$ cat src/sv/swdhte_pkg.sv
// Package for the serial wire debug host transaction engine.
// Holds item, result and configuration types, codes and a request helper.
// No dependencies.
package swdhte_pkg;

    localparam logic       KIND_START = 1'b0;
    localparam logic       KIND_TICK  = 1'b1;

    localparam logic [2:0] ACK_OK     = 3'd1;
    localparam logic [2:0] ACK_WAIT   = 3'd2;

    localparam logic [1:0] ERR_NONE    = 2'd0;
    localparam logic [1:0] ERR_ACK     = 2'd1;
    localparam logic [1:0] ERR_RETRIES = 2'd2;

    localparam logic [1:0] CFG_RETRY_LIMIT  = 2'd0;
    localparam logic [1:0] CFG_OVERRUN_MODE = 2'd1;

    localparam logic [15:0] RETRY_LIMIT_RESET = 16'd100;

    localparam logic [7:0] REQ_BASE     = 8'b1000_0001;
    localparam logic [7:0] REQ_AP       = 8'b0000_0010;
    localparam logic [7:0] REQ_READ     = 8'b0000_0100;
    localparam logic [7:0] REQ_ADDR     = 8'b0001_1000;
    localparam logic [7:0] REQ_PARITY   = 8'b0010_0000;

    typedef struct packed {
        logic        kind;
        logic        to_access_port;
        logic        is_read;
        logic [3:0]  reg_offset;
        logic [31:0] write_word;
        logic        line_in;
    } item_t;

    typedef struct packed {
        logic        line_out;
        logic        line_drive;
        logic        busy_res;
        logic        done_res;
        logic        success;
        logic [1:0]  error_code;
        logic [2:0]  last_ack;
        logic [31:0] read_word;
    } result_t;

    typedef struct packed {
        logic [15:0] retry_limit;
        logic        overrun_mode;
    } cfg_t;

    function automatic logic [7:0] build_request(input logic ap, input logic rd,
                                                 input logic [3:0] off);
        logic [7:0] r;
        r = REQ_BASE;
        if (ap)
        begin
            r = r | REQ_AP;
        end
        if (rd)
        begin
            r = r | REQ_READ;
        end
        r = r | ({3'b000, off, 1'b0} & REQ_ADDR);
        if (^r)
        begin
            r = r | REQ_PARITY;
        end
        return r;
    endfunction

endpackage

$ cat src/sv/swdhte_step.sv
// Transaction state and per-item next-state logic of the engine.
// Depends on swdhte_pkg.
module swdhte_step #(
    parameter int RETRY_BITS = 16
) (
    input  logic                clk,
    input  logic                rst_n,
    input  logic                take,
    input  swdhte_pkg::item_t   item,
    input  swdhte_pkg::cfg_t    cfg,
    output swdhte_pkg::result_t result
);
    import swdhte_pkg::*;

    typedef enum logic [7:0] {
        PH_IDLE     = 8'b0000_0001,
        PH_REQ      = 8'b0000_0010,
        PH_TURN1    = 8'b0000_0100,
        PH_ACK      = 8'b0000_1000,
        PH_RDATA    = 8'b0001_0000,
        PH_TURN_END = 8'b0010_0000,
        PH_WTURN    = 8'b0100_0000,
        PH_WDATA    = 8'b1000_0000
    } phase_t;

    typedef enum logic [1:0] {
        OUT_NONE,
        OUT_JUDGE,
        OUT_RETRY
    } outcome_t;

    phase_t                phase_reg, phase_next;
    logic [5:0]            bit_count_reg, bit_count_next;
    logic [7:0]            request_byte_reg, request_byte_next;
    logic [31:0]           data_shift_reg, data_shift_next;
    logic                  parity_acc_reg, parity_acc_next;
    logic [2:0]            ack_shift_reg, ack_shift_next;
    logic [RETRY_BITS-1:0] attempts_reg, attempts_next;
    logic                  read_flag_reg, read_flag_next;

    logic [31:0]           limit_wide;
    logic [RETRY_BITS-1:0] attempts_init;
    outcome_t              outcome;
    logic                  lo, drv, done, succ;
    logic [1:0]            err;
    logic [31:0]           rw;
    logic [5:0]            bc_inc;

    assign limit_wide    = {16'd0, cfg.retry_limit};
    assign attempts_init = limit_wide[RETRY_BITS-1:0];
    assign bc_inc        = bit_count_reg + 6'd1;

    always_comb
    begin
        phase_next        = phase_reg;
        bit_count_next    = bit_count_reg;
        request_byte_next = request_byte_reg;
        data_shift_next   = data_shift_reg;
        parity_acc_next   = parity_acc_reg;
        ack_shift_next    = ack_shift_reg;
        attempts_next     = attempts_reg;
        read_flag_next    = read_flag_reg;
        outcome           = OUT_NONE;
        lo                = 1'b0;
        drv               = 1'b1;
        done              = 1'b0;
        succ              = 1'b0;
        err               = ERR_NONE;
        rw                = 32'd0;

        if (item.kind == KIND_START)
        begin
            if (phase_reg == PH_IDLE)
            begin
                read_flag_next    = item.is_read;
                request_byte_next = build_request(item.to_access_port, item.is_read,
                                                  item.reg_offset);
                data_shift_next   = item.is_read ? 32'd0 : item.write_word;
                ack_shift_next    = 3'd0;
                parity_acc_next   = 1'b0;
                bit_count_next    = 6'd0;
                attempts_next     = attempts_init;
                if (attempts_init == '0)
                begin
                    done = 1'b1;
                    err  = ERR_RETRIES;
                end
                else
                begin
                    phase_next = PH_REQ;
                end
            end
        end
        else
        begin
            unique case (phase_reg)
                PH_REQ:
                begin
                    lo             = request_byte_reg[bit_count_reg[2:0]];
                    bit_count_next = bc_inc;
                    if (bc_inc >= 6'd8)
                    begin
                        phase_next     = PH_TURN1;
                        bit_count_next = 6'd0;
                    end
                end
                PH_TURN1:
                begin
                    drv             = 1'b0;
                    ack_shift_next  = 3'd0;
                    parity_acc_next = 1'b0;
                    bit_count_next  = 6'd0;
                    phase_next      = PH_ACK;
                end
                PH_ACK:
                begin
                    drv = 1'b0;
                    if (bit_count_reg[1:0] != 2'd3)
                    begin
                        ack_shift_next[bit_count_reg[1:0]] =
                            ack_shift_reg[bit_count_reg[1:0]] | item.line_in;
                    end
                    bit_count_next = bc_inc;
                    if (bc_inc >= 6'd3)
                    begin
                        bit_count_next = 6'd0;
                        if (read_flag_reg)
                        begin
                            if (cfg.overrun_mode || ack_shift_next == ACK_OK)
                            begin
                                data_shift_next = 32'd0;
                                parity_acc_next = 1'b0;
                                phase_next      = PH_RDATA;
                            end
                            else
                            begin
                                phase_next = PH_TURN_END;
                            end
                        end
                        else
                        begin
                            phase_next = PH_WTURN;
                        end
                    end
                end
                PH_RDATA:
                begin
                    drv             = 1'b0;
                    parity_acc_next = parity_acc_reg ^ item.line_in;
                    if (!bit_count_reg[5])
                    begin
                        data_shift_next[bit_count_reg[4:0]] =
                            data_shift_reg[bit_count_reg[4:0]] | item.line_in;
                        bit_count_next = bc_inc;
                    end
                    else
                    begin
                        bit_count_next = 6'd0;
                        phase_next     = PH_TURN_END;
                    end
                end
                PH_TURN_END:
                begin
                    drv     = 1'b0;
                    outcome = parity_acc_reg ? OUT_RETRY : OUT_JUDGE;
                end
                PH_WTURN:
                begin
                    drv = 1'b0;
                    if (cfg.overrun_mode || ack_shift_reg == ACK_OK)
                    begin
                        bit_count_next = 6'd0;
                        phase_next     = PH_WDATA;
                    end
                    else
                    begin
                        outcome = OUT_JUDGE;
                    end
                end
                PH_WDATA:
                begin
                    lo = !bit_count_reg[5] ? data_shift_reg[bit_count_reg[4:0]]
                                           : ^data_shift_reg;
                    bit_count_next = bc_inc;
                    if (bc_inc >= 6'd33)
                    begin
                        outcome = OUT_JUDGE;
                    end
                end
                default:
                begin
                    phase_next = PH_IDLE;
                end
            endcase

            if (outcome == OUT_JUDGE)
            begin
                if (ack_shift_next == ACK_OK)
                begin
                    done = 1'b1;
                    succ = 1'b1;
                    if (read_flag_reg)
                    begin
                        rw = data_shift_next;
                    end
                end
                else if (ack_shift_next == ACK_WAIT)
                begin
                    outcome = OUT_RETRY;
                end
                else
                begin
                    done = 1'b1;
                    err  = ERR_ACK;
                end
            end
            if (outcome == OUT_RETRY)
            begin
                attempts_next = attempts_reg - RETRY_BITS'(1);
                if (attempts_next == '0)
                begin
                    done = 1'b1;
                    err  = ERR_RETRIES;
                end
                else
                begin
                    phase_next     = PH_REQ;
                    bit_count_next = 6'd0;
                end
            end
            if (done)
            begin
                phase_next     = PH_IDLE;
                bit_count_next = 6'd0;
            end
        end
    end

    always_ff @(posedge clk or negedge rst_n)
    begin
        if (!rst_n)
        begin
            phase_reg        <= PH_IDLE;
            bit_count_reg    <= 6'd0;
            request_byte_reg <= 8'd0;
            data_shift_reg   <= 32'd0;
            parity_acc_reg   <= 1'b0;
            ack_shift_reg    <= 3'd0;
            attempts_reg     <= '0;
            read_flag_reg    <= 1'b0;
        end
        else if (take)
        begin
            phase_reg        <= phase_next;
            bit_count_reg    <= bit_count_next;
            request_byte_reg <= request_byte_next;
            data_shift_reg   <= data_shift_next;
            parity_acc_reg   <= parity_acc_next;
            ack_shift_reg    <= ack_shift_next;
            attempts_reg     <= attempts_next;
            read_flag_reg    <= read_flag_next;
        end
    end

    always_comb
    begin
        result.line_out   = lo;
        result.line_drive = drv;
        result.busy_res   = (phase_next != PH_IDLE);
        result.done_res   = done;
        result.success    = succ;
        result.error_code = err;
        result.last_ack   = ack_shift_next;
        result.read_word  = rw;
    end

endmodule

$ cat src/sv/swd_host_transaction_engine.sv
// Top level of the serial wire debug host transaction engine.
// Depends on swdhte_pkg and swdhte_step.
//
// Usage: each transaction on the request channel (req_valid, req_stall) is
// either a start (kind 0), which when idle latches port, direction, register
// offset and write word, or a bit tick (kind 1) with the sampled line level.
// Every request transaction yields exactly one result transaction on the
// result channel (res_valid, res_stall) with the line bit to drive, the
// drive enable, progress flags, error code, last acknowledge and read word.
// An accepted transaction is held in the input register, and a single pass
// of next-state logic on it feeds the result register.
// Throughput is one transaction per cycle while res_stall stays low.
// When the receiver stalls, the result register holds, the input register
// fills, and req_stall rises until the result is taken.
// Configuration writes (cfg_valid, cfg_ready) are always taken: index 0 sets
// the retry limit, index 1 the overrun mode; other indexes are ignored.
// Reset clears both channels, returns the engine to idle, sets the retry
// limit to 100 and clears overrun mode.
module swd_host_transaction_engine #(
    parameter int RETRY_BITS = 16
) (
    input  logic        clk,
    input  logic        rst_n,
    input  logic        req_valid,
    output logic        req_stall,
    input  logic        kind,
    input  logic        to_access_port,
    input  logic        is_read,
    input  logic [3:0]  reg_offset,
    input  logic [31:0] write_word,
    input  logic        line_in,
    output logic        res_valid,
    input  logic        res_stall,
    output logic        line_out,
    output logic        line_drive,
    output logic        busy_res,
    output logic        done_res,
    output logic        success,
    output logic [1:0]  error_code,
    output logic [2:0]  last_ack,
    output logic [31:0] read_word,
    input  logic        cfg_valid,
    output logic        cfg_ready,
    input  logic [1:0]  cfg_index,
    input  logic [15:0] cfg_data
);
    import swdhte_pkg::*;

    logic    item_valid_reg, item_valid_next;
    item_t   item_reg;
    logic    res_valid_reg, res_valid_next;
    result_t result_reg;
    result_t step_result;
    cfg_t    cfg_reg;
    logic    advance, take, accept;

    assign advance   = !res_valid_reg || !res_stall;
    assign take      = item_valid_reg && advance;
    assign req_stall = item_valid_reg && !advance;
    assign accept    = req_valid && !req_stall;
    assign cfg_ready = 1'b1;

    always_comb
    begin
        item_valid_next = item_valid_reg;
        if (accept)
        begin
            item_valid_next = 1'b1;
        end
        else if (take)
        begin
            item_valid_next = 1'b0;
        end
        res_valid_next = advance ? take : res_valid_reg;
    end

    always_ff @(posedge clk or negedge rst_n)
    begin
        if (!rst_n)
        begin
            item_valid_reg <= 1'b0;
            res_valid_reg  <= 1'b0;
        end
        else
        begin
            item_valid_reg <= item_valid_next;
            res_valid_reg  <= res_valid_next;
        end
    end

    always_ff @(posedge clk)
    begin
        if (accept)
        begin
            item_reg.kind           <= kind;
            item_reg.to_access_port <= to_access_port;
            item_reg.is_read        <= is_read;
            item_reg.reg_offset     <= reg_offset;
            item_reg.write_word     <= write_word;
            item_reg.line_in        <= line_in;
        end
        if (take)
        begin
            result_reg <= step_result;
        end
    end

    always_ff @(posedge clk or negedge rst_n)
    begin
        if (!rst_n)
        begin
            cfg_reg.retry_limit  <= RETRY_LIMIT_RESET;
            cfg_reg.overrun_mode <= 1'b0;
        end
        else if (cfg_valid && cfg_ready)
        begin
            if (cfg_index == CFG_RETRY_LIMIT)
            begin
                cfg_reg.retry_limit <= cfg_data;
            end
            else if (cfg_index == CFG_OVERRUN_MODE)
            begin
                cfg_reg.overrun_mode <= cfg_data[0];
            end
        end
    end

    swdhte_step #(
        .RETRY_BITS(RETRY_BITS)
    ) u_step (
        .clk    (clk),
        .rst_n  (rst_n),
        .take   (take),
        .item   (item_reg),
        .cfg    (cfg_reg),
        .result (step_result)
    );

    assign res_valid  = res_valid_reg;
    assign line_out   = result_reg.line_out;
    assign line_drive = result_reg.line_drive;
    assign busy_res   = result_reg.busy_res;
    assign done_res   = result_reg.done_res;
    assign success    = result_reg.success;
    assign error_code = result_reg.error_code;
    assign last_ack   = result_reg.last_ack;
    assign read_word  = result_reg.read_word;

endmodule

$ cat config.mk
export PLATFORM = sky130hd
export DESIGN_NAME = swd_host_transaction_engine
export DESIGN_NICKNAME = d
export VERILOG_FILES = /design/src/sv/swdhte_pkg.sv /design/src/sv/swdhte_step.sv /design/src/sv/swd_host_transaction_engine.sv
export SDC_FILE = /design/constraint.sdc
export NUM_CORES = 1
export LEC_CHECK = 0
export BUFFER_PORTS_ARGS = -buffer_cell sky130_fd_sc_hd__buf_2
export CORE_UTILIZATION = 64
export CTS_CLUSTER_SIZE = 8
export DETAILED_ROUTE_END_ITERATION = 8
export GPL_ROUTABILITY_DRIVEN = 0
export PLACE_DENSITY = 0.86
export SYNTH_ARGS = -nofsm -noshare
export SYNTH_HDL_FRONTEND = slang
export SYNTH_SLANG_ARGS = --single-unit
$ cat constraint.sdc
create_clock -name clk -period 9.8 [get_ports clk]
set_input_delay 1.47 -clock clk [delete_from_list [all_inputs] [get_ports clk]]
set_output_delay 1.47 -clock clk [all_outputs]
set_load 0.01 [all_outputs]
==> results_dict.tcl, run 1 <==
set metrics [dict create \
    status "completed" \
    antenna_found_initial 0 \
    worst-setup-path-type "flop to flop" \
    swShare_pct 36.9 \
    final_nets 1054 \
    combPwrFrac_pct 36.6 \
    worst_setup_path_end_kind "flop" \
    worst_slack_ps 5320 \
    dpl.hpwl_um 14800 \
    drc_errors 0 \
    maxCapViolations 0 \
    cts_setup_buffers 0 \
    fin_area_mm2 0.0105 \
    async_flop_share_pct 53.2 \
    grt_use_total_pct 32.8 \
    synth.top_cell.area_share_pct 25.6 \
    fin_cells 1175 \
    p_int_mw 1.74 \
    initial_core_util_pct 66.5 \
    io_pins 108 \
    yosys_most_used_dff "dfrtp_1" \
    drtAntennaViolNets 0 \
    rows 43 \
    finalClockSkew_ps 6.37 \
    grt_pass1_wl_um 37600 \
    cp.required_ps 10050 \
    powerDensity_mw_per_mm2 262 \
    vias 7827 \
    antenna_cells 0 \
    coreArea_mm2 0.0141 \
    first_pass_iters 8 \
    yosysSeqAreaShare_pct 50.0 \
    largest_reg_flops 38 \
    p_leak_nw 4.15 \
    critPathLaunchType "flop" \
    worst_pin_slew_ps 1280 \
    place_area_mm2 0.00993 \
    cts.sinks 171 \
    fin_crit_ps 4480 \
    slew_viol_final 0 \
    clkPwrFrac_pct 24.2 \
    use_met3_pct 7.75 \
    place_ws_ps 5540 \
    gr-total-overflow 0 \
    grt_pass1_vias 7250 \
    fin_hold_ws_ps 491 \
    route.detailed.wl_per_inst_um 20.0 \
    synth_cell_types 76 \
    routed_wirelength_um 23500 \
    ys_seq_elements 171 \
    die_h_um 123 \
    grt.busiest_layer "met2" \
    max_freq_mhz 223 \
    ctsRootBufferMaster "clkbuf_16" \
    hold_viol_final 0 \
    viasPerCell 6.66 \
    maxSlewHeadroom_pct 14.5 \
    ctsHoldBuffers 0 \
    holdCritPathClass "flop to flop" \
    dp_cells 1143 \
    rsz0062_at_grt "no" \
    yosysWarnings 0 \
    ys_top_cells_by_count "87 x dfrtp_1, 87 x nand2_1, 85 x nor2_1" \
    clock_latency_ps 430 \
    layout-drive-gt1-share_pct 20.9 \
    switchingPower_mw 1.01 \
    area_delta_synth_final_pct 12.3 \
    synth_cells 914 \
    port-buffer-count 104 \
    peakVddDrop_v 0.000182 \
    synth_edf_count 80 \
    tns_ps 0 \
    cts_tree "built" \
    seqPwrFrac_pct 39.2 \
    first_iter_violations 1172 \
    synth_area_leaders "edfxtp_1 26%, dfrtp_1 23%, nand2_1 3.5%, nor2_1 3.4%, xnor2_1 3.1%" \
    path_max_fanout 32 \
    cts.clk_slew.worst_paths_ps 70 \
    setup_viol 0 \
    synth_top_area_cell "edfxtp_1" \
    postSynthAreaPerCell_um2 10.2 \
    numCtsBuffers 17 \
    die_w_um 123 \
    htreeDepth 4 \
    synth_nets 986 \
    cp.arrival_ps 4730 \
    timing.final.crit_share_pct 45.7 \
    grt_max_degree 73 \
    use_met2_pct 50.1 \
    cts_max_path_buffers 2 \
    syn_area_mm2 0.00937 \
    grtUsageMet1_pct 47.4 \
    cts_resized 0 \
    fp.dieArea_mm2 0.0151 \
]
## metrics by stage
| step | power, mW | utilization (%) |
|---|---|---|
| 5_1_grt | 2.87 | 74.6 |
| 2_1_floorplan | 1.81 | - |
| 3_5_place_dp | 2.04 | 70.5 |
| 6_report | 2.75 | 74.6 |
| 4_1_cts | 2.73 | 74.6 |
| 3_3_place_gp | 2.01 | 70.5 |
## final cells by class
| cell class | instances | area, µm² |
|---|---|---|
| clock buffers | 19 | 453 |
| clock inverters | 13 | 131 |
| fillers | 929 | 3580 |
| inverters | 18 | 67.6 |
| multi-input cells | 661 | 4370 |
| flip-flops and latches | 171 | 4680 |
| well taps | 180 | 225 |
| repair buffers | 113 | 591 |
## cells by family (layout without fill, tap and decap cells)
kind of cell / count (synthesis) / after routing / synth area share [%]
XOR/XNOR: 42 / 42 / 3.93
buffers and inverters: 82 / 163 / 3.61
other: 1 / 1 / 0.0400
AND/OR/NAND/NOR: 334 / 334 / 18.0
adder cells (fa/ha/maj): 9 / 9 / 1.20
AO/OA/AOI/OAI: 227 / 227 / 16.5
flip-flops: 171 / 171 / 50.0
multiplexers: 48 / 48 / 6.64
## routing by layer
metal,vias to the layer above,wire (µm)
met1,3687,9580
met2,546,10900
met3,65,2530
met5,-,0
met4,0,472
li1,3529,-
## worst max-delay path, stage by stage, from the launching register on
cell and delay [ps]:
dfrtp_1 830, nand3_1 460, nor3_1 270, ha_1 300, nand2b_1 190, o32a_1 370
o21ai_0 240, nor4b_2 410, nand2_1 810, nor2_1 390
## power by group through the flow
stage | Combinational (mW) | Clock (mW) | Sequential (mW)
global placement | 0.941 | 0 | 1.07
global route | 1.09 | 0.696 | 1.09
detailed placement | 0.966 | 0 | 1.07
finish | 1.01 | 0.666 | 1.08
floorplan | 0.790 | 0 | 1.02
CTS | 0.996 | 0.668 | 1.07
## worst paths after layout
check                                         from                   endpoint  slack (ps)  depth (start not counted)
max                        u_step.bit_count_reg[2]               read_word[6]        5320                          9
min                                 item_valid_reg                  res_valid         490                          1
max reg2reg                u_step.bit_count_reg[2]               read_word[6]        5320                          9
min reg2reg                         item_valid_reg                  res_valid         490                          1
max in group asynchronous                    rst_n  u_step.data_shift_reg[27]        7670                          2
min in group asynchronous                    rst_n    u_step.ack_shift_reg[1]         910                          1
## cells in the final DEF, fill, tap and decap left out, types with 7 or more instances in the layout
master and count:
inv_1 17, buf_4 10, buf_2 103, nor4_1 10
o21ai_0 44, a221oi_2 9, o21ai_1 8, nor3b_1 7
a22o_1 8, nor2_1 84, dfrtp_1 87, edfxtp_1 80
xnor2_1 33, xor2_1 9, nand2_1 87, mux2_2 23
nand4_1 13, o211ai_1 13, a21oi_1 53, and3_1 41
o22ai_1 18, nand3_1 17, a31oi_1 27, clkbuf_16 17
ha_1 9, mux4_2 9, mux2i_1 16, nand2b_1 17
o31a_1 8, nor3_1 17
Power figures use the tool's default switching activity.
==> run 2: changes to the inputs <==
- ABC_AREA: not set -> 1
- CORE_UTILIZATION: 64 -> 60
- PLACE_DENSITY: 0.86 -> 0.81
- clock period: 9.8 -> 4.44 ns (I/O delays scaled with it)
==> results_dict.tcl, run 2 <==
set metrics [dict create \
    path_max_fanout 32 \
    tns_ps 0 \
    mostFrequentLayoutCell "nand2_1" \
    ctsRootBufferMaster "clkbuf_16" \
    gr-total-overflow 0 \
    rows 47 \
    maxSlewHeadroom_pct 36.1 \
    worst_pin_slew_ps 954 \
    async_flop_share_pct 53.2 \
    powerDensity_mw_per_mm2 626 \
    fp.dieArea_mm2 0.0177 \
    synth-compound-area-share_pct 16.1 \
    coreArea_mm2 0.0167 \
    final_nets 1382 \
    timing.final.crit_share_pct 78.3 \
    routed_wirelength_um 24300 \
    cp.required_ps 4800 \
    drtAntennaViolNets 0 \
    rsz0062_at_grt "no" \
    grt_pass1_wl_um 40000 \
    yosysSeqAreaShare_pct 45.4 \
    peakVddDrop_v 0.000386 \
    p_leak_nw 5.10 \
    die_h_um 133 \
    grt_use_total_pct 28.6 \
    io_pins 108 \
    cts_tree "built" \
    grt_max_degree 68 \
    first_iter_violations 844 \
    synth_cells 1227 \
    worst-setup-path-type "flop to flop" \
    clock_latency_ps 440 \
    first_pass_iters 5 \
    status "completed" \
    syn_area_mm2 0.0103 \
    synthSimpleGateAreaFrac_pct 23.7 \
    ctsHoldBuffers 0 \
    synth_top_area_cell "edfxtp_1" \
    synth_cell_types 52 \
    initial_core_util_pct 61.8 \
    worst_setup_path_end_kind "flop" \
    port-buffer-count 104 \
    dpl.hpwl_um 16100 \
    layout_common_cells "253 x nand2_1, 173 x nor2_1, 115 x inv_1" \
    slew_viol_final 0 \
    synth.top_cell.area_share_pct 23.3 \
    hold_viol_final 0 \
    fin_area_mm2 0.0115 \
    fin_crit_ps 3480 \
    yosys_most_used_dff "dfrtp_1" \
    synth_nets 1299 \
    synth_xor_area_share_pct 3.65 \
    synth_fa_ha_area_share_pct 1.09 \
    synth.mux.area_fraction_pct 2.03 \
    vias 8724 \
    holdCritPathClass "primary input to async pin" \
    area_delta_synth_final_pct 11.4 \
    synth_edf_count 80 \
    cts_max_path_buffers 2 \
    maxCapViolations 0 \
    cts.clk_slew.worst_paths_ps 70 \
    ys_top_cells_by_count "253 x nand2_1, 174 x nor2_1, 116 x inv_1" \
    multi_input_area_mm2 0.00481 \
    numCtsBuffers 17 \
    cts_setup_buffers 0 \
    setup_viol 0 \
    cts.sinks 171 \
    postSynthAreaPerCell_um2 8.41 \
    critPathLaunchType "flop" \
    ys_seq_elements 171 \
    synth_area_leaders "edfxtp_1 23%, dfrtp_1 21%, nand2_1 9.2%, nor2_1 6.3%, a21oi_1 4.3%" \
    max_freq_mhz 288 \
    yosysWarnings 0 \
    place_area_mm2 0.0109 \
    r2r_cells 13 \
    layout-drive-gt1-share_pct 21.1 \
    htreeDepth 4 \
    synth_top_family_by_area "simple AND/OR/NAND/NOR gates" \
    dp_cells 1511 \
    finalClockSkew_ps 10.7 \
    viasPerCell 5.65 \
    synth.most_common_cell "nand2_1" \
    antenna_cells 0 \
    fin_cells 1543 \
    cts_resized 0 \
    drc_errors 0 \
    nFillCells 1297 \
    die_w_um 133 \
    seqCellArea_mm2 0.00468 \
    largest_reg_flops 38 \
    antenna_found_initial 1 \
    grt_pass1_vias 8311 \
    route.detailed.wl_per_inst_um 15.8 \
    cp.arrival_ps 3830 \
]
==> run 2: cell types whose count changed after synthesis, sizes merged, moves of 17 or more <==
cell / change
a31oi: -24
nor2: +100
a21oi: +67
inv: +107
and3: -40
nand3: +61
nand2: +175
nand2b: -17
clkbuf: -25
o21ai: +39
==> run 2: metal layers <==
metal / vias to the layer above / track usage [%] / share of wire, %
li1: 4228 / - / -
met5: - / 0 / 0
met2: 314 / 47.6 / 48
met1: 4145 / 37.8 / 44
met4: 0 / 8.65 / 1.7
met3: 37 / 5.90 / 6.5
==> run 2: final timing paths <==
kind / slack [ps] / start / end
worst max-delay path: 960 / u_step.bit_count_reg[0] / u_step.attempts_reg[2]
worst min-delay path: 300 / rst_n / u_step.phase_reg[3]
worst max register to register: 960 / u_step.bit_count_reg[0] / u_step.attempts_reg[2]
worst min register to register: 470 / u_step.request_byte_reg[0] / u_step.request_byte_reg[0]
max in group asynchronous: 3170 / rst_n / u_step.data_shift_reg[13]
min in group clk: 400 / to_access_port / item_reg[38]
==> run 2: logic make-up after synthesis <==
logic type,count (synthesis)
xor+xnor,43
other cells,1
fa+ha+maj,9
mux,19
compound gates,245
simple gates,561
buf+inv,178
flops,171
==> run 2: critical path: stages (launching register included) <==
cell and delay [ps]:
dfrtp_1 930, ha_1 510, nand3_1 120, nand2_1 130, nand2_1 80, nor2_1 90
nand2_1 90, nand2_1 70, nand3_1 100, nand3_1 130, nand2_2 110, o21ai_4 750
nand2_1 170, o21ai_2 110
==> run 2: area by class of cell <==
cell class              instances  area share [%]
clock buffers                  22            4.69
clock inverters                10           0.763
inverters                     126            4.16
multi-input cells             878            41.9
flip-flops and latches        171            40.8
well taps                     220            2.40
repair buffers                116            5.34
==> run 2: through the flow <==
| stage | power [mW] | util, % | hold slack [ps] | setup WS, ps |
|---|---|---|---|---|
| finish | 7.20 | 68.8 | 302 | 965 |
| floorplan | 4.97 | - | 370 | 2170 |
| global placement | 5.48 | 65.0 | 450 | 1140 |
| detailed placement | 5.59 | 65.0 | 456 | 1090 |
| CTS | 7.17 | 68.8 | 332 | 1010 |
| global route | 7.70 | 68.8 | 361 | 693 |
==> run 2: report_power, final <==
| group | internal, mW | switching, mW |
|---|---|---|
| Combinational | 1.16 | 1.98 |
| Clock | 0.881 | 0.663 |
| Sequential | 2.05 | 0.466 |
==> run 3: changes to the inputs <==
- clock period: 4.44 -> 3.2 ns (I/O delays scaled with it)
==> results_dict.tcl, run 3 (synthesis results as in run 2) <==
set metrics [dict create \
    layout-drive-gt1-share_pct 21.6 \
    timing.final.crit_share_pct 89.5 \
    viasPerCell 5.69 \
    fp.dieArea_mm2 0.0177 \
    first_pass_iters 5 \
    io_pins 108 \
    path_cells "inv_2 > nor2_4 > nand2_1 > nand4_1 > nand3_1 > nand4_4 > buf_4 > o21ai_2 > nand2_1 > nand2_1 > a21oi_1" \
    fin_hold_ws_ps 105 \
    powerDensity_mw_per_mm2 866 \
    holdCritPathClass "primary input to async pin" \
    maxCapViolations 0 \
    slowest_delay_ps 630 \
    route.detailed.wl_per_inst_um 16.3 \
    peakVddDrop_v 0.000516 \
    cts_tree "built" \
    rsz0062_at_grt "no" \
    rows 47 \
    cp.required_ps 3560 \
    tns_ps 0 \
    numCtsBuffers 17 \
    htreeDepth 4 \
    cp_top_family "simple AND/OR/NAND/NOR gates" \
    cts.sinks 171 \
    cts_resized 0 \
    antenna_found_initial 1 \
    area_delta_synth_final_pct 11.8 \
    cp.arrival_ps 3230 \
    ctsRootBufferMaster "clkbuf_16" \
    final_nets 1391 \
    fin_area_mm2 0.0115 \
    cts_setup_buffers 0 \
    worst_pin_slew_ps 753 \
    port-buffer-count 104 \
    grt_use_total_pct 29.8 \
    status "completed" \
    max_freq_mhz 349 \
    die_w_um 133 \
    cts_max_path_buffers 2 \
    path_max_fanout 20 \
    initial_core_util_pct 61.8 \
    drtAntennaViolNets 0 \
    gr-total-overflow 0 \
    r2r_cells 11 \
    layout_common_cells "253 x nand2_1, 173 x nor2_1, 115 x inv_1" \
    coreArea_mm2 0.0167 \
    clock_latency_ps 440 \
    p_leak_nw 5.14 \
    largest_reg_flops 38 \
    maxSlewHeadroom_pct 49.7 \
    grt_pass1_vias 8461 \
    fin_crit_ps 2860 \
    routed_wirelength_um 25300 \
    cts.clk_slew.worst_paths_ps 70 \
    worst_setup_path_end_kind "flop" \
    finalClockSkew_ps 11.5 \
    slew_viol_final 0 \
    dpl.hpwl_um 17100 \
    place_area_mm2 0.0110 \
    cp_common_cell "nand2_1" \
    drc_errors 0 \
    grt_pass1_wl_um 41100 \
    ctsHoldBuffers 0 \
    path_depth 11 \
    worst-setup-path-type "flop to flop" \
    setup_viol 0 \
    first_iter_violations 791 \
    vias 8829 \
    hold_viol_final 0 \
    die_h_um 133 \
    critPathLaunchType "flop" \
    grt_max_degree 55 \
    crit_slowest_cell "dfrtp_1" \
    mostFrequentLayoutCell "nand2_1" \
    antenna_cells 0 \
    worstPathBufferInverterCount 2 \
]
-- run 3: routing by layer --
metal | global-route usage (%) | up-vias | routed length [µm]
met5 | 0 | - | 13
met4 | 12.2 | 2 | 529
met3 | 5.52 | 52 | 1790
met2 | 49.1 | 345 | 12200
met1 | 39.1 | 4197 | 10700
li1 | - | 4233 | -
-- run 3: stage by stage --
| stage | total power [mW] | utilization [%] | instances | setup WS (ps) |
|---|---|---|---|---|
| 4_1_cts | 9.93 | 69.1 | 1552 | 427 |
| 5_1_grt | 10.6 | 69.1 | 1552 | 206 |
| 3_3_place_gp | 7.66 | 65.6 | 1520 | 496 |
| 2_1_floorplan | 6.89 | - | 1227 | 932 |
| 6_report | 9.99 | 69.1 | 1552 | 335 |
| 3_5_place_dp | 7.83 | 65.6 | 1520 | 454 |
-- run 3: power breakdown --
part / internal [mW] / total (mW) / switching (mW)
logic: 1.64 / 4.47 / 2.82
registers: 2.85 / 3.48 / 0.630
clock network: 1.13 / 2.04 / 0.907
-- run 3: path summary, 6_finish.rpt --
path                       slack [ps]                         end                       start
min in group clk                  210                item_reg[11]              write_word[10]
max                               340   u_step.data_shift_reg[28]     u_step.bit_count_reg[1]
max in group asynchronous        2350                  cfg_reg[7]                       rst_n
max reg2reg                       340   u_step.data_shift_reg[28]     u_step.bit_count_reg[1]
min                               100   u_step.data_shift_reg[30]                       rst_n
min reg2reg                       490  u_step.request_byte_reg[0]  u_step.request_byte_reg[0]
-- run 3: area by class of cell --
cell class	count	area [µm²]
Tap cell	220	275
Inverter	126	478
Clock buffer	22	505
Clock inverter	10	76.3
Multi-Input combinational cell	878	4810
Fill cell	1334	5170
Sequential cell	171	4680
Timing Repair Buffer	125	706
-- run 3: worst reg2reg max path, stage by stage, from the launching register on --
cell and delay (ps):
dfrtp_1 630, inv_2 270, nor2_4 310, nand2_1 100, nand4_1 130, nand3_1 160, nand4_4 310, buf_4 430
o21ai_2 130, nand2_1 80, nand2_1 60, a21oi_1 190
